File: src/design/rpdf_pkg.sv
// ----------------------------------------------------------------------------
// rpdf_pkg
// Shared sizes, types and control structs for the recent packet duplicate
// filter.
// ----------------------------------------------------------------------------
package rpdf_pkg;

	localparam int DEPTH   = 64;
	localparam int ADDR_W  = (DEPTH > 1) ? $clog2(DEPTH) : 1;
	localparam int CNT_W   = $clog2(DEPTH + 1);
	localparam int SRC_W   = 32;
	localparam int TIME_W  = 64;
	localparam int CAP_W   = 7;
	localparam int ENTRY_W = SRC_W + TIME_W;
	// width that holds both the capacity register and any slot count
	localparam int CW      = (CNT_W > CAP_W) ? CNT_W : CAP_W;

	localparam logic [CAP_W-1:0] CAP_RESET = CAP_W'(64);

	localparam logic FUNC_CHECK = 1'b0;
	localparam logic FUNC_CLEAR = 1'b1;

	typedef logic [SRC_W-1:0]   src_t;
	typedef logic [TIME_W-1:0]  time_t;
	typedef logic [ENTRY_W-1:0] entry_t;
	typedef logic [CW-1:0]      cnt_t;

	// controller -> datapath
	typedef struct packed {
		logic load;        // latch the request payload
		logic clear;       // empty the history
		logic scan_start;  // rewind the scan index
		logic scan;        // walk the history
		logic write;       // record the request as newest
		logic res_set;     // capture the result bit
		logic res_val;
		logic out_load;    // move the result into the output register
	} cmd_t;

	// datapath -> controller
	typedef struct packed {
		logic is_clear;    // request at the input is a clear
		logic empty;       // no entries to search
		logic hit;         // a searched entry matches
		logic miss_done;   // last entry searched without a match
		logic out_free;    // output register can take a result
	} sts_t;

endpackage

File: src/design/rpdf_ctrl.sv
// ----------------------------------------------------------------------------
// rpdf_ctrl
// Sequencer: accept a request, clear or scan the history, record on a miss, hand the
// result to the output register.
// ----------------------------------------------------------------------------
module rpdf_ctrl import rpdf_pkg::*; (
	input  logic clk,
	input  logic arst_n,
	input  logic req_valid,
	output logic req_ready,
	input  sts_t sts,
	output cmd_t cmd
);

	localparam logic [1:0] ST_IDLE = 2'd0;
	localparam logic [1:0] ST_SCAN = 2'd1;
	localparam logic [1:0] ST_WR   = 2'd2;
	localparam logic [1:0] ST_DONE = 2'd3;

	logic [1:0] state_q;
	logic [1:0] state_d;

	always_comb begin
		state_d   = state_q;
		cmd       = '0;
		req_ready = 1'b0;
		unique case (state_q)
			ST_IDLE: begin
				req_ready = 1'b1;
				if (req_valid) begin
					cmd.load = 1'b1;
					if (sts.is_clear) begin
						cmd.clear   = 1'b1;
						cmd.res_set = 1'b1;
						cmd.res_val = 1'b0;
						state_d     = ST_DONE;
					end else if (sts.empty) begin
						state_d = ST_WR;
					end else begin
						cmd.scan_start = 1'b1;
						state_d        = ST_SCAN;
					end
				end
			end
			ST_SCAN: begin
				cmd.scan = 1'b1;
				if (sts.hit) begin
					cmd.res_set = 1'b1;
					cmd.res_val = 1'b0;
					state_d     = ST_DONE;
				end else if (sts.miss_done) begin
					state_d = ST_WR;
				end
			end
			ST_WR: begin
				cmd.write   = 1'b1;
				cmd.res_set = 1'b1;
				cmd.res_val = 1'b1;
				state_d     = ST_DONE;
			end
			ST_DONE: begin
				// hold until the output register frees up
				if (sts.out_free) begin
					cmd.out_load = 1'b1;
					state_d      = ST_IDLE;
				end
			end
			default: begin
				state_d = ST_IDLE;
			end
		endcase
	end

	always_ff @(posedge clk or negedge arst_n) begin
		if (!arst_n) begin
			state_q <= ST_IDLE;
		end else begin
			state_q <= state_d;
		end
	end

endmodule

File: config.mk
export PLATFORM = sky130hd
export DESIGN_NAME = rpdf_ctrl
export DESIGN_NICKNAME = d
export VERILOG_FILES = /design/src/design/rpdf_pkg.sv /design/src/design/rpdf_ctrl.sv
export SDC_FILE = /design/constraint.sdc
export NUM_CORES = 1
export LEC_CHECK = 0
export ABC_AREA = 1
export BUFFER_PORTS_ARGS = -buffer_cell sky130_fd_sc_hd__buf_2
export CAP_MARGIN = 20
export CELL_PAD_IN_SITES_DETAIL_PLACEMENT = 2
export CELL_PAD_IN_SITES_GLOBAL_PLACEMENT = 2
export CORE_UTILIZATION = 17
export CTS_CLUSTER_DIAMETER = 40
export DETAILED_ROUTE_END_ITERATION = 6
export GPL_TIMING_DRIVEN = 0
export PLACE_DENSITY = 0.79
export SYNTH_ARGS = -nofsm -noshare
export SYNTH_HDL_FRONTEND = slang
export SYNTH_SLANG_ARGS = --single-unit
File: constraint.sdc
create_clock -name clk -period 1.5 [get_ports clk]
set_clock_uncertainty 0.05 [all_clocks]
set_input_delay 0.15 -clock clk [delete_from_list [all_inputs] [get_ports clk]]
set_output_delay 0.15 -clock clk [all_outputs]
set_load 0.005 [all_outputs]
==> reports/qor.txt, run 1 <==
fin cells: 84
Die H: 42.5 um
Final Hold Violating Endpoints: 0
Tcrit/Tclk final: 103%
WL met2: 511 um
failing checks: negative setup slack
Initial Utilization: 18.3%
Pins Over Slew Limit: 0
Primary FF master, synth: dfrtp_1
layout cell share with drive strength beyond 1: 50.0%
Worst Path Arrival: 1.35 ns
HPWL after detailed placement: 711 um
Core Region: 1520 sq um
vias in the first global route: 393
Crit Reg-Reg Startpoint: state_q[0]
RSZ-0062 raised after global routing: yes
area leader, netlist: nand2_1
initial DRC count: 1
FFs w/ async S/R, synth: 100%
reg2reg setup slack: 0.16 ns
CTS tree: done
largest net degree at the start of global routing: 6
Cells after DPL: 79
Largest register FFs: 2
# IOs: 17
DP Area: 379 sq um
PnR worst setup slack: -0.0454 ns
via/cell ratio: 4.12
routability cong.: 0.679
filler cell count in the final layout: 188
grt total ovfl: 0
Setup TNS Final: -0.0454 ns
Final ANT Viol Nets: 0
IO buf count: 16
Yosys cell types: 12
Synth Cell Area: 279 sq um
Bufs on Longest Clock Path: 2
Final Instance Area: 472 sq um
Die W: 42.5 um
HP Class: in -> async
minimum clock period: 1.55 ns
CP Launch Type: register
power per cell area: 1990 nW/um^2
CP required: 1.30 ns
setup violators final: 1
CP endpoint kind: primary output
top sig layer: met4
Synthesis Warnings: 0
critical path peak fanout: 4
n_diodes: 0
Max-Cap Viols: 0
outcome: finished, violations left
count leader, synth: nand2_1
Largest Register: state_q
die area: 1810 sq um
synthesized area per cell: 5.94 sq um
Rel. slew slack: 89.8%
syn nets: 59
Fmax achieved: 647 MHz
first-pass GRT wire length: 1.53 mm
Reg-to-Reg End: state_q[1]
LEAKAGE: 0.287 nW
Final nets: 82
CTS H-Tree Depth: 1
WL/cell: 10.9 um
Worst Max-Slew Pin Slew: 0.152 ns
TritonCTS Sinks: 2
drt total wl: 917 um
kind of critical path: reg -> out
Synth Register Bits: 2
post-synth top area share: 26.9%
Worst-Skew Late Latency: 0.22 ns
Total GRT Usage: 11.9%
TritonCTS buffer count: 3
wire length on met3: 31 um
drt pass-1 iters: 2
Place WS: 0.0520 ns
number of cells on the worst reg-to-reg path: 8
commonest cells in the netlist: nand2_1, inv_1, ha_1, nor2_2
CTS root buf: clkbuf_4
Vias: 346
largest registers: state_q x2
synthesis-to-layout area growth: 69.1%
residual DRC count: 0
Post-Syn Instances: 47
Cell Rows: 14
Post-Route M1 WL: 358 um
synth top area cells: nand2_1, dfrtp_1, ha_1
Post-synth EDFFs: 0
initial antenna violation count: 0
Worst VDD drop: 725 uV
Seq/Total Area, Yosys: 17.9%
Worst-path clk slew: 0.03 ns
==> cell families (layout without fill, tap and decap cells) <==
| group | count (synthesis) | count (layout) | share of synthesized area, % |
|---|---|---|---|
| AO/OA/AOI/OAI | 1 | 1 | 1.79 |
| AND/OR/NAND/NOR | 29 | 29 | 46.2 |
| adder cells (fa/ha/maj) | 4 | 4 | 17.9 |
| flip-flops | 2 | 2 | 17.9 |
| buffers and inverters | 11 | 32 | 16.1 |
==> layout by cell type, fill, tap and decap left out <==
cell type,netlist,layout
dlygate4sd3_1,0,1
nor2_1,2,2
nand3_1,1,1
buf_4,1,2
nor2_4,1,1
nand2_4,0,1
inv_1,10,8
ha_4,0,3
o21ai_0,1,1
nand2_1,20,19
nor3_1,1,1
inv_4,0,2
buf_2,0,16
nor2_2,3,3
ha_1,4,1
clkbuf_4,0,3
dfrtp_2,0,2
nand2_2,1,1
==> worst max path at each step <==
stage	from	cells past startpoint	endpoint
finish	state_q[1]	7	cmd[2]
global route	state_q[1]	7	cmd[2]
CTS	state_q[0]	7	cmd[2]
detailed placement	state_q[0]	7	cmd[2]
global placement	state_q[0]	7	cmd[2]
floorplan	state_q[0]	6	cmd[2]
==> per-stage QoR <==
| stage | hold WS, ns | utilization, % | power, W |
|---|---|---|---|
| after floorplan | -0.196 | - | 0.000463 |
| after global placement | -0.115 | 24.9 | 0.000632 |
| after detailed placement | -0.114 | 24.9 | 0.000656 |
| after CTS | 0.177 | 31.0 | 0.000934 |
| after global routing | 0.218 | 31.0 | 0.00104 |
| final | 0.196 | 31.0 | 0.000939 |
==> final cells by class <==
class                      count  area (sq um)  share of cell area, %
buffer                         1          7.51                   1.59
clock buffer                   3          22.5                   4.77
inverter                      10          42.5                   9.02
multi-input combinational     34           229                   48.5
sequential                     2          52.6                   11.1
tap                           16          20.0                   4.24
timing repair buffer          18          97.6                   20.7
==> worst max-delay path, cell delays in order (launching register included) <==
cell and delay [ns]:
dfrtp_2 0.44, inv_4 0.10, ha_4 0.16, nand2_4 0.06, nor2_4 0.09, nor2_2 0.05, nor2_2 0.10, buf_2 0.12
==> per-layer routing <==
layer,vias up,GRT usage (%)
met5,-,0
met4,0,10.6
met3,2,3.88
met2,9,20.3
met1,159,11.2
li1,176,-
==> power by group <==
group	internal (W)	switching [W]
combinational	0.000312	0.000360
clock	0.0000881	0.0000286
sequential	0.0000900	0.0000598
==> what timing repair did <==
action                                  in CTS  in global routing
pin swaps                                    1                  0
setup buffers                                1                  0
endpoints found under the setup margin       4                  1
hold buffers                                 1                  0
endpoints found under the hold margin        2                  0
resized for setup                           14                  0
Note: power is estimated with default switching activity, not from simulation.
==> run 2, diff against run 1 <==
RECOVER_POWER = 100   (was not set)
==> run 2 against run 1 <==
  * The run still ends with negative setup slack left
  * Sequential share of layout area increased by 0.12 points
  * Clock-buffer cell count unchanged
  * Critical path depth unchanged
  * Global-route usage unchanged
  * Routed wire length decreased by 0.44%
  * Largest cell class unchanged
==> reports/qor.txt, run 2 (synthesized netlist as in run 1, its figures left out) <==
CP Cell Sequence: inv_4 -> ha_4 -> nand2_4 -> nor2_4 -> nor2_2 -> nor2_2 -> buf_2
synthesis-to-layout area growth: 67.3%
CP endpoint: cmd[2]
PnR worst setup slack: -0.0453 ns
Pwr Total: 0.000931 W
Final nets: 82
die area: 1810 sq um
setup violators final: 1
initial antenna violation count: 0
vias in the first global route: 393
DP Area: 379 sq um
outcome: finished, violations left
grt total ovfl: 0
filler cell count in the final layout: 191
Final Hold Violating Endpoints: 0
Initial Utilization: 18.3%
critical path's most frequent cell: nor2_2
beginning of the critical path: state_q[1]
critical path peak fanout: 4
RSZ-0062 raised after global routing: yes
failing checks: negative setup slack
residual DRC count: 0
Worst VDD drop: 724 uV
first-pass GRT wire length: 1.53 mm
CTS H-Tree Depth: 1
reg2reg setup slack: 0.13 ns
max incr delay on CP: 0.44 ns
# IOs: 17
Fmax achieved: 647 MHz
largest net degree at the start of global routing: 6
Max-Cap Viols: 0
minimum clock period: 1.55 ns
Die W: 42.5 um
CP endpoint kind: primary output
number of cells on the worst reg-to-reg path: 8
Rel. slew slack: 89.8%
HPWL after detailed placement: 711 um
layout cell share with drive strength beyond 1: 45.6%
Largest register FFs: 2
Tcrit/Tclk final: 103%
Worst Path Arrival: 1.35 ns
drt pass-1 iters: 2
WL/cell: 10.9 um
kind of critical path: reg -> out
largest registers: state_q x2
Hold Slack: 0.192 ns
Core Region: 1520 sq um
Final ANT Viol Nets: 0
Total GRT Usage: 11.9%
Worst-Skew Late Latency: 0.22 ns
Largest Register: state_q
Die H: 42.5 um
CTS tree: done
CP Launch Type: register
n_diodes: 0
Worst Max-Slew Pin Slew: 0.152 ns
most common cell after layout, fill and taps aside: nand2_1
most frequent cells in the layout: nand2_1, buf_2, inv_1
Worst-path clk slew: 0.03 ns
Vias: 346
initial DRC count: 1
CTS root buf: clkbuf_4
Bufs on Longest Clock Path: 2
Core Util, Final: 30.6%
drt total wl: 913 um
power per cell area: 2000 nW/um^2
routability cong.: 0.679
slowest CP cell: dfrtp_2
LEAKAGE: 0.279 nW
HP Class: in -> async
Final Instance Area: 467 sq um
TritonCTS buffer count: 3
Cell Rows: 14
Pins Over Slew Limit: 0
via/cell ratio: 4.12
Reg-to-Reg End: state_q[1]
IO buf count: 16
CP required: 1.30 ns
Crit Reg-Reg Startpoint: state_q[0]
TritonCTS Sinks: 2
## run 2: timing repair
action	4_1_cts	5_1_grt
cloned	0	0
gates resized for setup	14	0
setup endpoints to repair	4	1
hold buffers	1	0
pin swaps	1	0
hold endpoints to repair	2	0
setup buffers	1	0
## run 2: cell type report
| type | instances | area [sq um] | share of cell area (%) |
|---|---|---|---|
| clock buffers | 3 | 22.5 | 4.83 |
| plain buffers | 1 | 7.51 | 1.61 |
| repair buffers | 18 | 95.1 | 20.4 |
| inverters | 10 | 42.5 | 9.12 |
| well taps | 16 | 20.0 | 4.29 |
| multi-input cells | 34 | 226 | 48.5 |
| flip-flops and latches | 2 | 52.6 | 11.3 |
## run 2: through the flow
step                worst slack [ns]  cells  TNS [ns]
floorplan                      0.258     47         0
global placement              0.0806     79         0
detailed placement            0.0520     79         0
CTS                          0.00527     84         0
global route                  -0.107     84    -0.112
finish                       -0.0453     84   -0.0453
## run 2: critical path, delay by kind of cell, from the launching register on
kind	cells	cell delay [ns]
buf+inv	2	0.22
simple gates	4	0.30
flops	1	0.44
fa+ha+maj	1	0.16
## run 2: report_power, final
| part | total [W] | internal (W) | switching (W) | leakage [nW] |
|---|---|---|---|---|
| logic | 0.000665 | 0.000307 | 0.000357 | 0.244 |
| clock network | 0.000117 | 0.0000881 | 0.0000286 | 0.0138 |
| registers | 0.000150 | 0.0000900 | 0.0000598 | 0.0220 |
| total | 0.000931 | 0.000485 | 0.000446 | 0.279 |
## run 2: worst min-delay path by stage
stage,slack (ns),endpoint,start
floorplan,-0.20,state_q[0],arst_n
global placement,-0.12,state_q[0],arst_n
detailed placement,-0.11,state_q[0],arst_n
CTS,0.18,state_q[0],arst_n
global route,0.24,state_q[0],arst_n
finish,0.19,state_q[0],arst_n
## run 2: layer usage
layer	global-route usage (%)	routed length, um	vias to the layer above
met4	10.6	16	0
met5	0	0	-
met2	20.3	512	9
met3	3.88	31	2
met1	11.2	353	159
li1	-	-	176
